==> config.mk <==
export PLATFORM = sky130hd
export DESIGN_NAME = decimal_fixed_point_accumulator_core
export DESIGN_NICKNAME = d
export VERILOG_FILES = /design/src/rtl/core/dfpa_pkg.sv /design/src/rtl/core/dfpa_in_stage.sv /design/src/rtl/core/dfpa_exec.sv /design/src/rtl/core/decimal_fixed_point_accumulator_core.sv
export SDC_FILE = /design/constraint.sdc
export NUM_CORES = 2
export LEC_CHECK = 0
export BUFFER_PORTS_ARGS = -buffer_cell sky130_fd_sc_hd__buf_2
export CORE_ASPECT_RATIO = 1.4
export CORE_MARGIN = 2
export CORE_UTILIZATION = 63
export DETAILED_ROUTE_END_ITERATION = 12
export MAX_ROUTING_LAYER = met4
export PLACE_DENSITY = 0.82
export SLEW_MARGIN = 20
export SYNTH_ARGS = -nofsm -noshare
export SYNTH_HDL_FRONTEND = slang
export SYNTH_SLANG_ARGS = --single-unit
==> constraint.sdc <==
create_clock -name clock -period 44.4 [get_ports clock]
set_input_delay 4.44 -clock clock [delete_from_list [all_inputs] [get_ports clock]]
set_output_delay 4.44 -clock clock [all_outputs]
set_load 0.05 [all_outputs]
==> src/rtl/core/dfpa_pkg.sv <==
`timescale 1ns / 1ps
`default_nettype none

package dfpa_pkg;

   localparam int MaxFracDigits = 9;
   localparam int IntW  = 64;
   localparam int FracW = 30;
   localparam int PrecW = 4;
   localparam int OpW   = 3;
   localparam int ReqW  = 3;

   // request codes on req_type
   typedef enum logic [ReqW-1:0] {
      ReqLoad   = 3'd0,
      ReqClear  = 3'd1,
      ReqAdd    = 3'd2,
      ReqSub    = 3'd3,
      ReqMul    = 3'd4,
      ReqDiv    = 3'd5,
      ReqAssign = 3'd6
   } req_code_type;

   // pending operator codes
   typedef enum logic [OpW-1:0] {
      OpAssign = 3'd0,
      OpAdd    = 3'd1,
      OpSub    = 3'd2,
      OpMul    = 3'd3,
      OpDiv    = 3'd4
   } op_type;

   typedef struct packed {
      logic [ReqW-1:0]         code;
      logic signed [IntW-1:0]  whole;
      logic [FracW-1:0]        frac;
      logic [PrecW-1:0]        prec;
   } item_type;

   // 10^p for p in 0..MaxFracDigits
   function automatic logic [FracW-1:0] pow10(input logic [PrecW-1:0] p);
      logic [FracW-1:0] r;
      case (p)
         4'd0:    r = 30'd1;
         4'd1:    r = 30'd10;
         4'd2:    r = 30'd100;
         4'd3:    r = 30'd1000;
         4'd4:    r = 30'd10000;
         4'd5:    r = 30'd100000;
         4'd6:    r = 30'd1000000;
         4'd7:    r = 30'd10000000;
         4'd8:    r = 30'd100000000;
         4'd9:    r = 30'd1000000000;
         default: r = '0;
      endcase
      return r;
   endfunction

endpackage

`default_nettype wire

==> src/rtl/core/dfpa_in_stage.sv <==
`timescale 1ns / 1ps
`default_nettype none

module dfpa_in_stage (
   input  wire logic               clock,
   input  wire logic               reset,
   input  wire logic               req_valid,
   output logic                    req_ready,
   input  wire dfpa_pkg::item_type req_item,
   output logic                    s1_valid,
   output dfpa_pkg::item_type      s1_item,
   input  wire logic               s1_take
);
   import dfpa_pkg::*;

   logic     valid_ff, valid_in;
   item_type item_ff;

   assign req_ready = !valid_ff || s1_take;

   always_comb begin
      valid_in = valid_ff;
      if (req_valid && req_ready) begin
         valid_in = 1'b1;
      end else if (s1_take) begin
         valid_in = 1'b0;
      end
   end

   always_ff @(posedge clock) begin
      if (reset) begin
         valid_ff <= 1'b0;
      end else begin
         valid_ff <= valid_in;
      end
   end

   always_ff @(posedge clock) begin
      if (req_valid && req_ready) begin
         item_ff <= req_item;
      end
   end

   assign s1_valid = valid_ff;
   assign s1_item  = item_ff;

endmodule

`default_nettype wire

==> src/rtl/core/dfpa_exec.sv <==
`timescale 1ns / 1ps
`default_nettype none

module dfpa_exec (
   input  wire logic                              clock,
   input  wire logic                              reset,
   input  wire logic                              s1_valid,
   input  wire dfpa_pkg::item_type                s1_item,
   output logic                                   s1_take,
   output logic                                   rsp_valid,
   input  wire logic                              rsp_ready,
   output logic signed [dfpa_pkg::IntW-1:0]       rsp_cur_int_out,
   output logic [dfpa_pkg::FracW-1:0]             rsp_cur_frac_out,
   output logic [dfpa_pkg::PrecW-1:0]             rsp_cur_prec_out,
   output logic [dfpa_pkg::OpW-1:0]               rsp_pending_op_out,
   output logic signed [dfpa_pkg::IntW-1:0]       rsp_in_int_out,
   output logic [dfpa_pkg::FracW-1:0]             rsp_in_frac_out,
   output logic [dfpa_pkg::PrecW-1:0]             rsp_in_prec_out,
   output logic                                   rsp_load_error
);
   import dfpa_pkg::*;

   localparam logic [PrecW-1:0] PrecReset = PrecW'(MaxFracDigits);

   // architectural state; it doubles as the result register
   logic signed [IntW-1:0] cur_int_ff, cur_int_in, in_int_ff, in_int_in;
   logic [FracW-1:0]       cur_frac_ff, cur_frac_in, in_frac_ff, in_frac_in;
   logic [PrecW-1:0]       cur_prec_ff, cur_prec_in, in_prec_ff, in_prec_in;
   op_type                 op_ff, op_in;
   logic                   err_ff, err_in;
   logic                   valid_ff, valid_in;

   // add/sub datapath
   logic [PrecW-1:0]       prec_max;
   logic [FracW-1:0]       lim;
   logic [2*FracW-1:0]     prod_a, prod_b;
   logic [FracW:0]         frac_a, frac_b, frac_sum, frac_dif;
   logic                   carry, borrow;
   logic [FracW:0]         add_frac, sub_frac;
   logic signed [IntW-1:0] add_int, sub_int;
   logic                   load_bad;

   assign s1_take = s1_valid && (!valid_ff || rsp_ready);

   always_comb begin
      prec_max = (cur_prec_ff > in_prec_ff) ? cur_prec_ff : in_prec_ff;
      lim      = pow10(prec_max);
      prod_a   = cur_frac_ff * pow10(prec_max - cur_prec_ff);
      prod_b   = in_frac_ff * pow10(prec_max - in_prec_ff);
      frac_a   = prod_a[FracW:0];
      frac_b   = prod_b[FracW:0];
      frac_sum = frac_a + frac_b;
      carry    = frac_sum >= {1'b0, lim};
      add_frac = carry ? frac_sum - {1'b0, lim} : frac_sum;
      add_int  = cur_int_ff + in_int_ff + {{(IntW-1){1'b0}}, carry};
      borrow   = frac_a < frac_b;
      frac_dif = frac_a - frac_b;
      sub_frac = borrow ? frac_dif + {1'b0, lim} : frac_dif;
      sub_int  = cur_int_ff - in_int_ff - {{(IntW-1){1'b0}}, borrow};
      load_bad = (s1_item.prec > PrecReset) || (s1_item.frac >= pow10(s1_item.prec));
   end

   always_comb begin
      cur_int_in  = cur_int_ff;
      cur_frac_in = cur_frac_ff;
      cur_prec_in = cur_prec_ff;
      in_int_in   = in_int_ff;
      in_frac_in  = in_frac_ff;
      in_prec_in  = in_prec_ff;
      op_in       = op_ff;
      err_in      = 1'b0;

      unique case (req_code_type'(s1_item.code))
         ReqLoad: begin
            if (load_bad) begin
               err_in = 1'b1;
            end else begin
               in_int_in  = s1_item.whole;
               in_frac_in = s1_item.frac;
               in_prec_in = s1_item.prec;
            end
         end
         ReqClear: begin
            in_int_in  = '0;
            in_frac_in = '0;
            in_prec_in = PrecReset;
         end
         ReqAdd, ReqSub, ReqMul, ReqDiv, ReqAssign: begin
            case (op_ff)
               OpAdd: begin
                  cur_int_in  = add_int;
                  cur_frac_in = add_frac[FracW-1:0];
                  cur_prec_in = prec_max;
               end
               OpSub: begin
                  cur_int_in  = sub_int;
                  cur_frac_in = sub_frac[FracW-1:0];
                  cur_prec_in = prec_max;
               end
               OpAssign: begin
                  cur_int_in  = in_int_ff;
                  cur_frac_in = in_frac_ff;
                  cur_prec_in = in_prec_ff;
               end
               default: begin
                  // multiply/divide keep the current value
               end
            endcase
            case (req_code_type'(s1_item.code))
               ReqAdd:  op_in = OpAdd;
               ReqSub:  op_in = OpSub;
               ReqMul:  op_in = OpMul;
               ReqDiv:  op_in = OpDiv;
               default: op_in = OpAssign;
            endcase
         end
         default: begin
            // unused code: no state change
         end
      endcase
   end

   always_comb begin
      valid_in = valid_ff;
      if (s1_take) begin
         valid_in = 1'b1;
      end else if (rsp_ready) begin
         valid_in = 1'b0;
      end
   end

   always_ff @(posedge clock) begin
      if (reset) begin
         valid_ff    <= 1'b0;
         err_ff      <= 1'b0;
         cur_int_ff  <= '0;
         cur_frac_ff <= '0;
         cur_prec_ff <= PrecReset;
         in_int_ff   <= '0;
         in_frac_ff  <= '0;
         in_prec_ff  <= PrecReset;
         op_ff       <= OpAssign;
      end else begin
         valid_ff <= valid_in;
         if (s1_take) begin
            err_ff      <= err_in;
            cur_int_ff  <= cur_int_in;
            cur_frac_ff <= cur_frac_in;
            cur_prec_ff <= cur_prec_in;
            in_int_ff   <= in_int_in;
            in_frac_ff  <= in_frac_in;
            in_prec_ff  <= in_prec_in;
            op_ff       <= op_in;
         end
      end
   end

   assign rsp_valid          = valid_ff;
   assign rsp_cur_int_out    = cur_int_ff;
   assign rsp_cur_frac_out   = cur_frac_ff;
   assign rsp_cur_prec_out   = cur_prec_ff;
   assign rsp_pending_op_out = op_ff;
   assign rsp_in_int_out     = in_int_ff;
   assign rsp_in_frac_out    = in_frac_ff;
   assign rsp_in_prec_out    = in_prec_ff;
   assign rsp_load_error     = err_ff;

endmodule

`default_nettype wire

==> src/rtl/core/decimal_fixed_point_accumulator_core.sv <==
// A req transfer reaches rsp_valid through the input register, then the state/result register.
// Throughput: one item per cycle while rsp_ready is high; the state update (align multiply,
// add, carry compare) is combinational in the execute stage, so no item waits on it.
// Reset: synchronous, active high; both values clear to 0 with precision 9,
// pending operator clears to assign, both pipeline stages empty.
`timescale 1ns / 1ps
`default_nettype none

module decimal_fixed_point_accumulator_core (
   input  wire logic                           clock,
   input  wire logic                           reset,
   // request channel
   input  wire logic                           req_valid,
   output logic                                req_ready,
   input  wire logic [dfpa_pkg::ReqW-1:0]      req_type,
   input  wire logic signed [dfpa_pkg::IntW-1:0] req_load_int,
   input  wire logic [dfpa_pkg::FracW-1:0]     req_load_frac,
   input  wire logic [dfpa_pkg::PrecW-1:0]     req_load_prec,
   // response channel
   output logic                                rsp_valid,
   input  wire logic                           rsp_ready,
   output logic signed [dfpa_pkg::IntW-1:0]    rsp_cur_int_out,
   output logic [dfpa_pkg::FracW-1:0]          rsp_cur_frac_out,
   output logic [dfpa_pkg::PrecW-1:0]          rsp_cur_prec_out,
   output logic [dfpa_pkg::OpW-1:0]            rsp_pending_op_out,
   output logic signed [dfpa_pkg::IntW-1:0]    rsp_in_int_out,
   output logic [dfpa_pkg::FracW-1:0]          rsp_in_frac_out,
   output logic [dfpa_pkg::PrecW-1:0]          rsp_in_prec_out,
   output logic                                rsp_load_error
);
   import dfpa_pkg::*;

   item_type req_item;
   item_type s1_item;
   logic     s1_valid;
   logic     s1_take;

   // bundle the request fields into one item
   assign req_item.code  = req_type;
   assign req_item.whole = req_load_int;
   assign req_item.frac  = req_load_frac;
   assign req_item.prec  = req_load_prec;

   // stage 1: input register; it frees up whenever execute takes its item,
   // so transfers land every cycle while responses drain; a stalled response
   // lets one more item in here, then req_ready drops
   dfpa_in_stage u_in_stage (
      .clock     (clock),
      .reset     (reset),
      .req_valid (req_valid),
      .req_ready (req_ready),
      .req_item  (req_item),
      .s1_valid  (s1_valid),
      .s1_item   (s1_item),
      .s1_take   (s1_take)
   );

   // stage 2: execute; the state registers are the response payload, and they
   // only move when a new response is loaded, so a stalled response holds
   dfpa_exec u_exec (
      .clock              (clock),
      .reset              (reset),
      .s1_valid           (s1_valid),
      .s1_item            (s1_item),
      .s1_take            (s1_take),
      .rsp_valid          (rsp_valid),
      .rsp_ready          (rsp_ready),
      .rsp_cur_int_out    (rsp_cur_int_out),
      .rsp_cur_frac_out   (rsp_cur_frac_out),
      .rsp_cur_prec_out   (rsp_cur_prec_out),
      .rsp_pending_op_out (rsp_pending_op_out),
      .rsp_in_int_out     (rsp_in_int_out),
      .rsp_in_frac_out    (rsp_in_frac_out),
      .rsp_in_prec_out    (rsp_in_prec_out),
      .rsp_load_error     (rsp_load_error)
   );

endmodule

`default_nettype wire

### Yosys cells after proc, flatten, opt, wreduce, memory -nomap -nowiden

Memories as Yosys holds them, arrays and structs flattened. A register that Yosys moved wholly into a read port is not among the register bits.
Cells that the tools add are included.

| operators by class | value |
|---|---|
| $add $sub $neg | 10 |
| multipliers | 2 |
| divide/modulo/power cells | 0 |
| magnitude comparators | 5 |
| equality and inequality tests | 9 |
| shift-type cells | 0 |
| multiplexer cells | 20 |
| bitwise gates (word level) | 0 |
| reduce and logical (&&, ||, !) cells | 20 |

Operators with widths:

| operator | number |
|---|---|
| one-hot mux 64 bit (3 select lines) | 1 |
| one-hot mux 64 bit (2 select lines) | 1 |
| two-way mux 30 bit | 3 |
| one-hot mux 30 bit (3 select lines) | 1 |
| adder 64 x 1 -> 64 bit | 1 |
| adder 64 bit | 1 |
| two-way mux 64 bit | 1 |
| subtractor 64 x 1 -> 64 bit | 1 |
| subtractor 64 bit | 1 |
| multiplier 30 x 30 -> 31 bit | 2 |
| one-hot mux 30 bit (2 select lines) | 1 |
| subtractor 30 bit | 2 |
| adder 31 bit | 1 |
| greater-or-equal comparator 31 x 30 -> 1 bit | 1 |
| < comparator 31 bit | 1 |
| adder 30 bit | 1 |
| greater-or-equal comparator 30 bit | 1 |
| one-hot mux 4 bit (2 select lines) | 2 |
| two-way mux 4 bit | 3 |
| one-hot mux 3 bit (4 select lines) | 1 |
| equality test 3 x 2 -> 1 bit (second input constant) | 3 |
| equality test 3 bit (second input constant) | 3 |
| AND reduction 3 bit | 3 |
| nonzero test 2 bit | 4 |
| other kinds (14) | 26 |

| storage, ports and cells | value |
|---|---|
| register bits | 303 |
| latch bits | 0 |
| RAM bits | 0 |
| bits in read-only memories | 1920 |
| bits of input ports | 105 |
| output and inout port bits | 202 |
| logic and storage cells | 84 |
| memories kept | 4 |

Memory list:

| memory | depth | width | rd ports | clocked after memory_dff | wr ports | RTL line | RTL |
|---|---|---|---|---|---|---|---|
| (no name shown) | 16 | 30 | 1 | 0 | 0 | dfpa_pkg.sv:43 | `case (p)` |
| (no name shown) | 16 | 30 | 1 | 0 | 0 | dfpa_pkg.sv:43 |  |
| (no name shown) | 16 | 30 | 1 | 0 | 0 | dfpa_pkg.sv:43 |  |
| (no name shown) | 16 | 30 | 1 | 1 | 0 | dfpa_pkg.sv:43 |  |

### Depth between registers and ports, before layout

An unclocked memory read counts as a cell.

| logic depth | value |
|---|---|
| word-level depth | 9 |
| mapped depth | 77 |
| mapped depth without buffers | 73 |

### Cells and area by module

From an unflattened synthesis, not the netlist that was laid out.

| unflattened totals | value |
|---|---|
| cells, all modules | 6687 |
| area, all modules | 57078.5 µm² |

Modules (own cells, without submodules):

| module | instances | cells each | area an instance (µm²) | sequential area each (µm²) |
|---|---|---|---|---|
| dfpa_exec | 1 | 6581 | 53990.5 | 4023.9 |
| dfpa_in_stage | 1 | 106 | 3088.0 | 3052.9 |

### Worst setup path after synthesis

Ideal clock, no wire load.

| timing path | value |
|---|---|
| path kind | reg-to-reg |
| start point | register u_exec.in_prec_ff[2] (netlist: u_exec.rsp_in_prec_out[2]) |
| end point | register u_exec.cur_int_ff[58] (netlist: u_exec.rsp_cur_int_out[58]) |
| library setup time | 0.116 ns |
| data arrival time | 16.243 ns |
| required time | 44.284 ns |
| setup slack | 28.041 ns |
| stages on the path, launching flop included | 75 |
| path buffers | 4 |
| clock period less this slack | 16.359 ns |
| cells stage by stage | dfxtp_1 inv_1 ha_1 o21ai_0 a21oi_1 o21ai_1 nor2_1 a21oi_1 inv_1 ha_1 a21o_1 a21oi_1 xnor2_1 clkbuf_1 nand2_1 a21oi_1 a21o_1 clkbuf_1 [... 39 more ...] a41o_1 nand3_1 mux2i_4 clkbuf_1 fa_1 fa_1 nor2_2 o311a_4 o311a_4 o31ai_4 o311ai_1 a221o_2 o211ai_4 o41ai_4 a311oi_2 o21ai_1 xnor2_1 a31o_2 |

| between the ends | value |
|---|---|
| word-level cells in the longest chain between the ends | 9 |
| elaborated cells on any way between the ends | 15 |
| those cells by class | 5 x add/sub; 2 x mul; 3 x order compare; 2 x mux; 3 x memory |

Ends and longest elaborated chain:

| item | RTL line | RTL |
|---|---|---|
| start: declaration | dfpa_exec.sv:28 | `logic [PrecW-1:0] cur_prec_ff, cur_prec_in, in_prec_ff, in_prec_in;` |
| start signal: assignment | dfpa_exec.sv:141 | `in_prec_ff <= PrecReset;` |
| start signal: assignment | dfpa_exec.sv:152 | `in_prec_ff <= in_prec_in;` |
| greater-than comparator 4 bit | dfpa_exec.sv:46 | `prec_max = (cur_prec_ff > in_prec_ff) ? cur_prec_ff : in_prec_ff;` |
| two-way mux 4 bit | dfpa_exec.sv:46 |  |
| subtractor 4 bit (on tied branches) | dfpa_exec.sv:48, dfpa_exec.sv:49 |  |
| memory (16 x 30 bit) | - |  |
| multiplier 30 x 30 -> 31 bit (on tied branches) | dfpa_exec.sv:48, dfpa_exec.sv:49 |  |
| adder 31 bit | dfpa_exec.sv:52 | `frac_sum = frac_a + frac_b;` |
| greater-or-equal comparator 31 x 30 -> 1 bit | dfpa_exec.sv:53 | `carry = frac_sum >= {1'b0, lim};` |
| adder 64 x 1 -> 64 bit | dfpa_exec.sv:55 | `add_int = cur_int_ff + in_int_ff + {{(IntW-1){1'b0}}, carry};` |
| one-hot mux 64 bit (3 select lines) (*) | dfpa_exec.sv:89 | `case (op_ff)` |
| end signal: assignment | dfpa_exec.sv:147 | `cur_int_ff <= cur_int_in;` |
| end: declaration | dfpa_exec.sv:26 | `logic signed [IntW-1:0] cur_int_ff, cur_int_in, in_int_ff, in_int_in;` |

Mark *: on every way between the ends. The rest lies on a longest branch, timed or not.
A chain may end at the register's enable or synchronous reset.

### Worst setup path in the final report

| timing path | value |
|---|---|
| start point | register u_exec.in_prec_ff[1] (netlist: u_exec.rsp_in_prec_out[1]) |
| end point | register u_exec.cur_int_ff[61] (netlist: u_exec.rsp_cur_int_out[61]) |

The elaborated chain is that of the path after synthesis.

==> run metrics <==
outcome finished, final reports clean; antenna-violating nets left 0; final hold vios 0; Overall Power 0.00226 W; mapped cell area 0.0580 mm2; root buf cell clkbuf_16; Fillers 7576; gpl congestion 1.03; Clk Latency, worst-skew pair 0.64 ns; FFs w/ async S/R, synth 0%; synth warn 0; die outline width 260 um; final clock skew 0.0227 ns; Hold/Removal Path Class reg2reg; num ports 307; Final setup viols 0; CTS tree done; drt via density 6.17; multi-input logic area 0.0446 mm2; pin count of the biggest net entering global routing 67; RSZ-0062 raised after global routing false; min Tclk post-route 19.22 ns; CP Max Fanout 37; Leak 31.0 nW; CP startpoint kind flip-flop; period utilization 43.3%; register area 0.00754 mm2; #FFs+latches synth 326; Peak supply drop 0.0674 mV; Residual DRC 0; fin nets 8487; Post-Route Utilization 67.8%; row count 131; Sw Ratio 52.9%; Fmax achieved 0.0520 GHz; dpl hpwl 153000 um; WL final 196000 um; Post-Syn Instances 6895; initial drt markers 4266; Combinational Power Share 72.7%; critical path data arrival time 19.75 ns; Synth top area share 26.7%; library cells used by synthesis 95; CP peak stage delay 0.74 ns; drt pass-1 iters 8; final worst slack 25.18 ns; Tot GR Track Use 43.2%; maxcap violations 0; Die ar. 0.0945 mm2; # hold bufs at CTS 0; Clock Power Share 12.4%; Post-synth EDFFs 101; Crit. End Element flip-flop; DR vias 51000; core area 0.0911 mm2; Slew headroom 21.3%; I/O Buffers 306; setup bufs post-CTS 0; slowest CP cell a21o_1; Area growth, synth to finish 6.55%; crit path kind reg2reg; Worst-path clk slew 0.08 ns; Post-Place Setup Slack 25.59 ns; vias in the first global route 53800; starting density of the core 63.6%; Internal 0.00106 W; NetSw 0.00119 W; Post-synth top flop dfxtp_1; share of cells above drive strength 1 7.81%; Fin Setup TNS 0 ns; Num CTS Buffers 29; first-pass GRT wire length 303000 um; critical path required time 44.92 ns; clock buffer depth 3; wire per inst 23.8 um; most frequent CP cell inv_1; Die H 363 um; total gr overflow 0; fin cells 8259; syn avg cell area 8.41 um2; Post-Place Cells 8188; max-slew violation count 0; initial antenna violation count 11; Clock Sinks 326; syn nets 8360; post_cts resized 0; Least-Margin Pin Slew 1.18 ns; largest cells by area after synthesis fa_1, ha_1, inv_1, dfxtp_1, edfxtp_1; sequential power share 14.9%; PD cells 36.6 mW/mm2; register area share after synthesis 13.0%; CTS H-tree depth 1; post-synth top area cell fa_1
[final timing paths]
path                                           startpoint                          to  slack, ns  depth (start not counted)
worst max register to register  u_exec.rsp_in_prec_out[1]  u_exec.rsp_cur_int_out[61]      25.18                         68
worst min-delay path               u_in_stage.s1_item[52]   u_exec.rsp_in_int_out[18]       0.45                          1
worst min register to register     u_in_stage.s1_item[52]   u_exec.rsp_in_int_out[18]       0.45                          1
worst max-delay path            u_exec.rsp_in_prec_out[1]  u_exec.rsp_cur_int_out[61]      25.18                         68
[layout make-up]
class,instances,share of cell area (%)
Clock inverter,18,0.336
Inverter,1266,7.69
Timing Repair Buffer,416,3.82
Tap cell,1197,2.42
Sequential cell,326,12.2
Multi-Input combinational cell,4983,72.2
Antenna cell,17,0.0688
Clock buffer,36,1.28
[per-stage QoR]
| step | hold WS [ns] | instance area [um2] |
|---|---|---|
| 2_1_floorplan | 0.436 | 58000 |
| 3_3_place_gp | 0.436 | 60700 |
| 3_5_place_dp | 0.440 | 60700 |
| 4_1_cts | 0.452 | 61700 |
| 5_1_grt | 0.472 | 61800 |
| 6_report | 0.454 | 61800 |
[placed cells by master, fill, tap and decap left out, types with 34 or more instances in the layout]
cell,count
ha_1,588
o21bai_1,63
nor3_1,82
inv_1,1261
a21oi_1,360
o211ai_1,62
edfxtp_1,101
nor2_1,366
and3_1,66
nand4_1,34
fa_1,772
a211oi_1,61
xor2_1,100
dfxtp_1,223
xnor2_1,256
o21ai_0,209
nand3_1,63
buf_2,305
nand2b_1,50
buf_4,111
a21o_1,128
and2_1,371
nand2_1,701
a31oi_1,46
o21a_1,42
a221oi_1,36
a22o_1,100
mux2i_1,43
nor2b_1,43
[layer usage]
layer / GRT usage [%] / up-vias / part of all wire (%)
li1: - / 22600 / -
met4: 30.2 / 0 / 8.5
met3: 9.20 / 901 / 9.4
met2: 69.3 / 2765 / 47
met1: 48.1 / 24700 / 35
met5: - / - / 0
[synth_stat cells, types with 19 or more instances]
| cell | count |
|---|---|
| a21oi_1 | 361 |
| clkbuf_1 | 288 |
| edfxtp_1 | 101 |
| a22o_1 | 100 |
| dfxtp_1 | 225 |
| nor2b_1 | 43 |
| xor2_1 | 100 |
| or3_1 | 21 |
| nand2b_1 | 50 |
| nor2_1 | 370 |
| mux2i_1 | 43 |
| nor3_1 | 86 |
| a221oi_1 | 36 |
| a211oi_1 | 62 |
| o31ai_1 | 25 |
| nor4_1 | 19 |
| ha_1 | 588 |
| nand3_1 | 64 |
| o211ai_1 | 62 |
| buf_1 | 20 |
| o21a_1 | 42 |
| a31oi_1 | 46 |
| and2_1 | 371 |
| nand4_1 | 34 |
| inv_1 | 1262 |
| o21bai_1 | 63 |
| and3_1 | 68 |
| fa_1 | 772 |
| nand2_1 | 701 |
| xnor2_1 | 257 |
| o21ai_0 | 212 |
| a21o_1 | 128 |
[critical path: cells and delay by family (launching register included)]
family	cells	cell delay (ns)
muxes	1	0.15
adders and majority gates	14	5.94
and+or+nand+nor	14	2.64
DFF	1	0.43
xor gates and xnor gates	4	0.63
AOI/OAI and AO/OA	22	7.33
buffers and inverters	13	1.96
[kinds of logic (layout without fill, tap and decap cells)]
kind of cell,Yosys count,in the layout,share of synthesized area (%)
xor gates and xnor gates,360,360,5.51
AOI/OAI and AO/OA,1338,1338,15.6
muxes,49,49,0.878
buffers and inverters,1586,1736,10.3
other,0,17,0
DFF,326,326,13.0
adders and majority gates,1360,1360,39.3
and+or+nand+nor,1876,1876,15.4
[sequential cells by signal, indices dropped and copies added (netlist names), 3 cells and up, named ones only]
register / cells
u_in_stage.s1_item: 101
u_exec.rsp_cur_int_out: 64
u_exec.rsp_in_int_out: 64
u_exec.rsp_cur_frac_out: 30
u_exec.rsp_in_frac_out: 30
u_exec.rsp_cur_prec_out: 4
u_exec.rsp_in_prec_out: 4
u_exec.rsp_pending_op_out: 3
[power by group through the flow]
stage	Clock [W]	Combinational (W)	Sequential [W]
after floorplan	0	0.00115	0.000354
after global placement	0	0.00157	0.000342
after detailed placement	0	0.00158	0.000342
after CTS	0.000282	0.00159	0.000336
after global routing	0.000290	0.00177	0.000337
final	0.000280	0.00164	0.000337
Note: power is estimated with default switching activity, not from simulation.
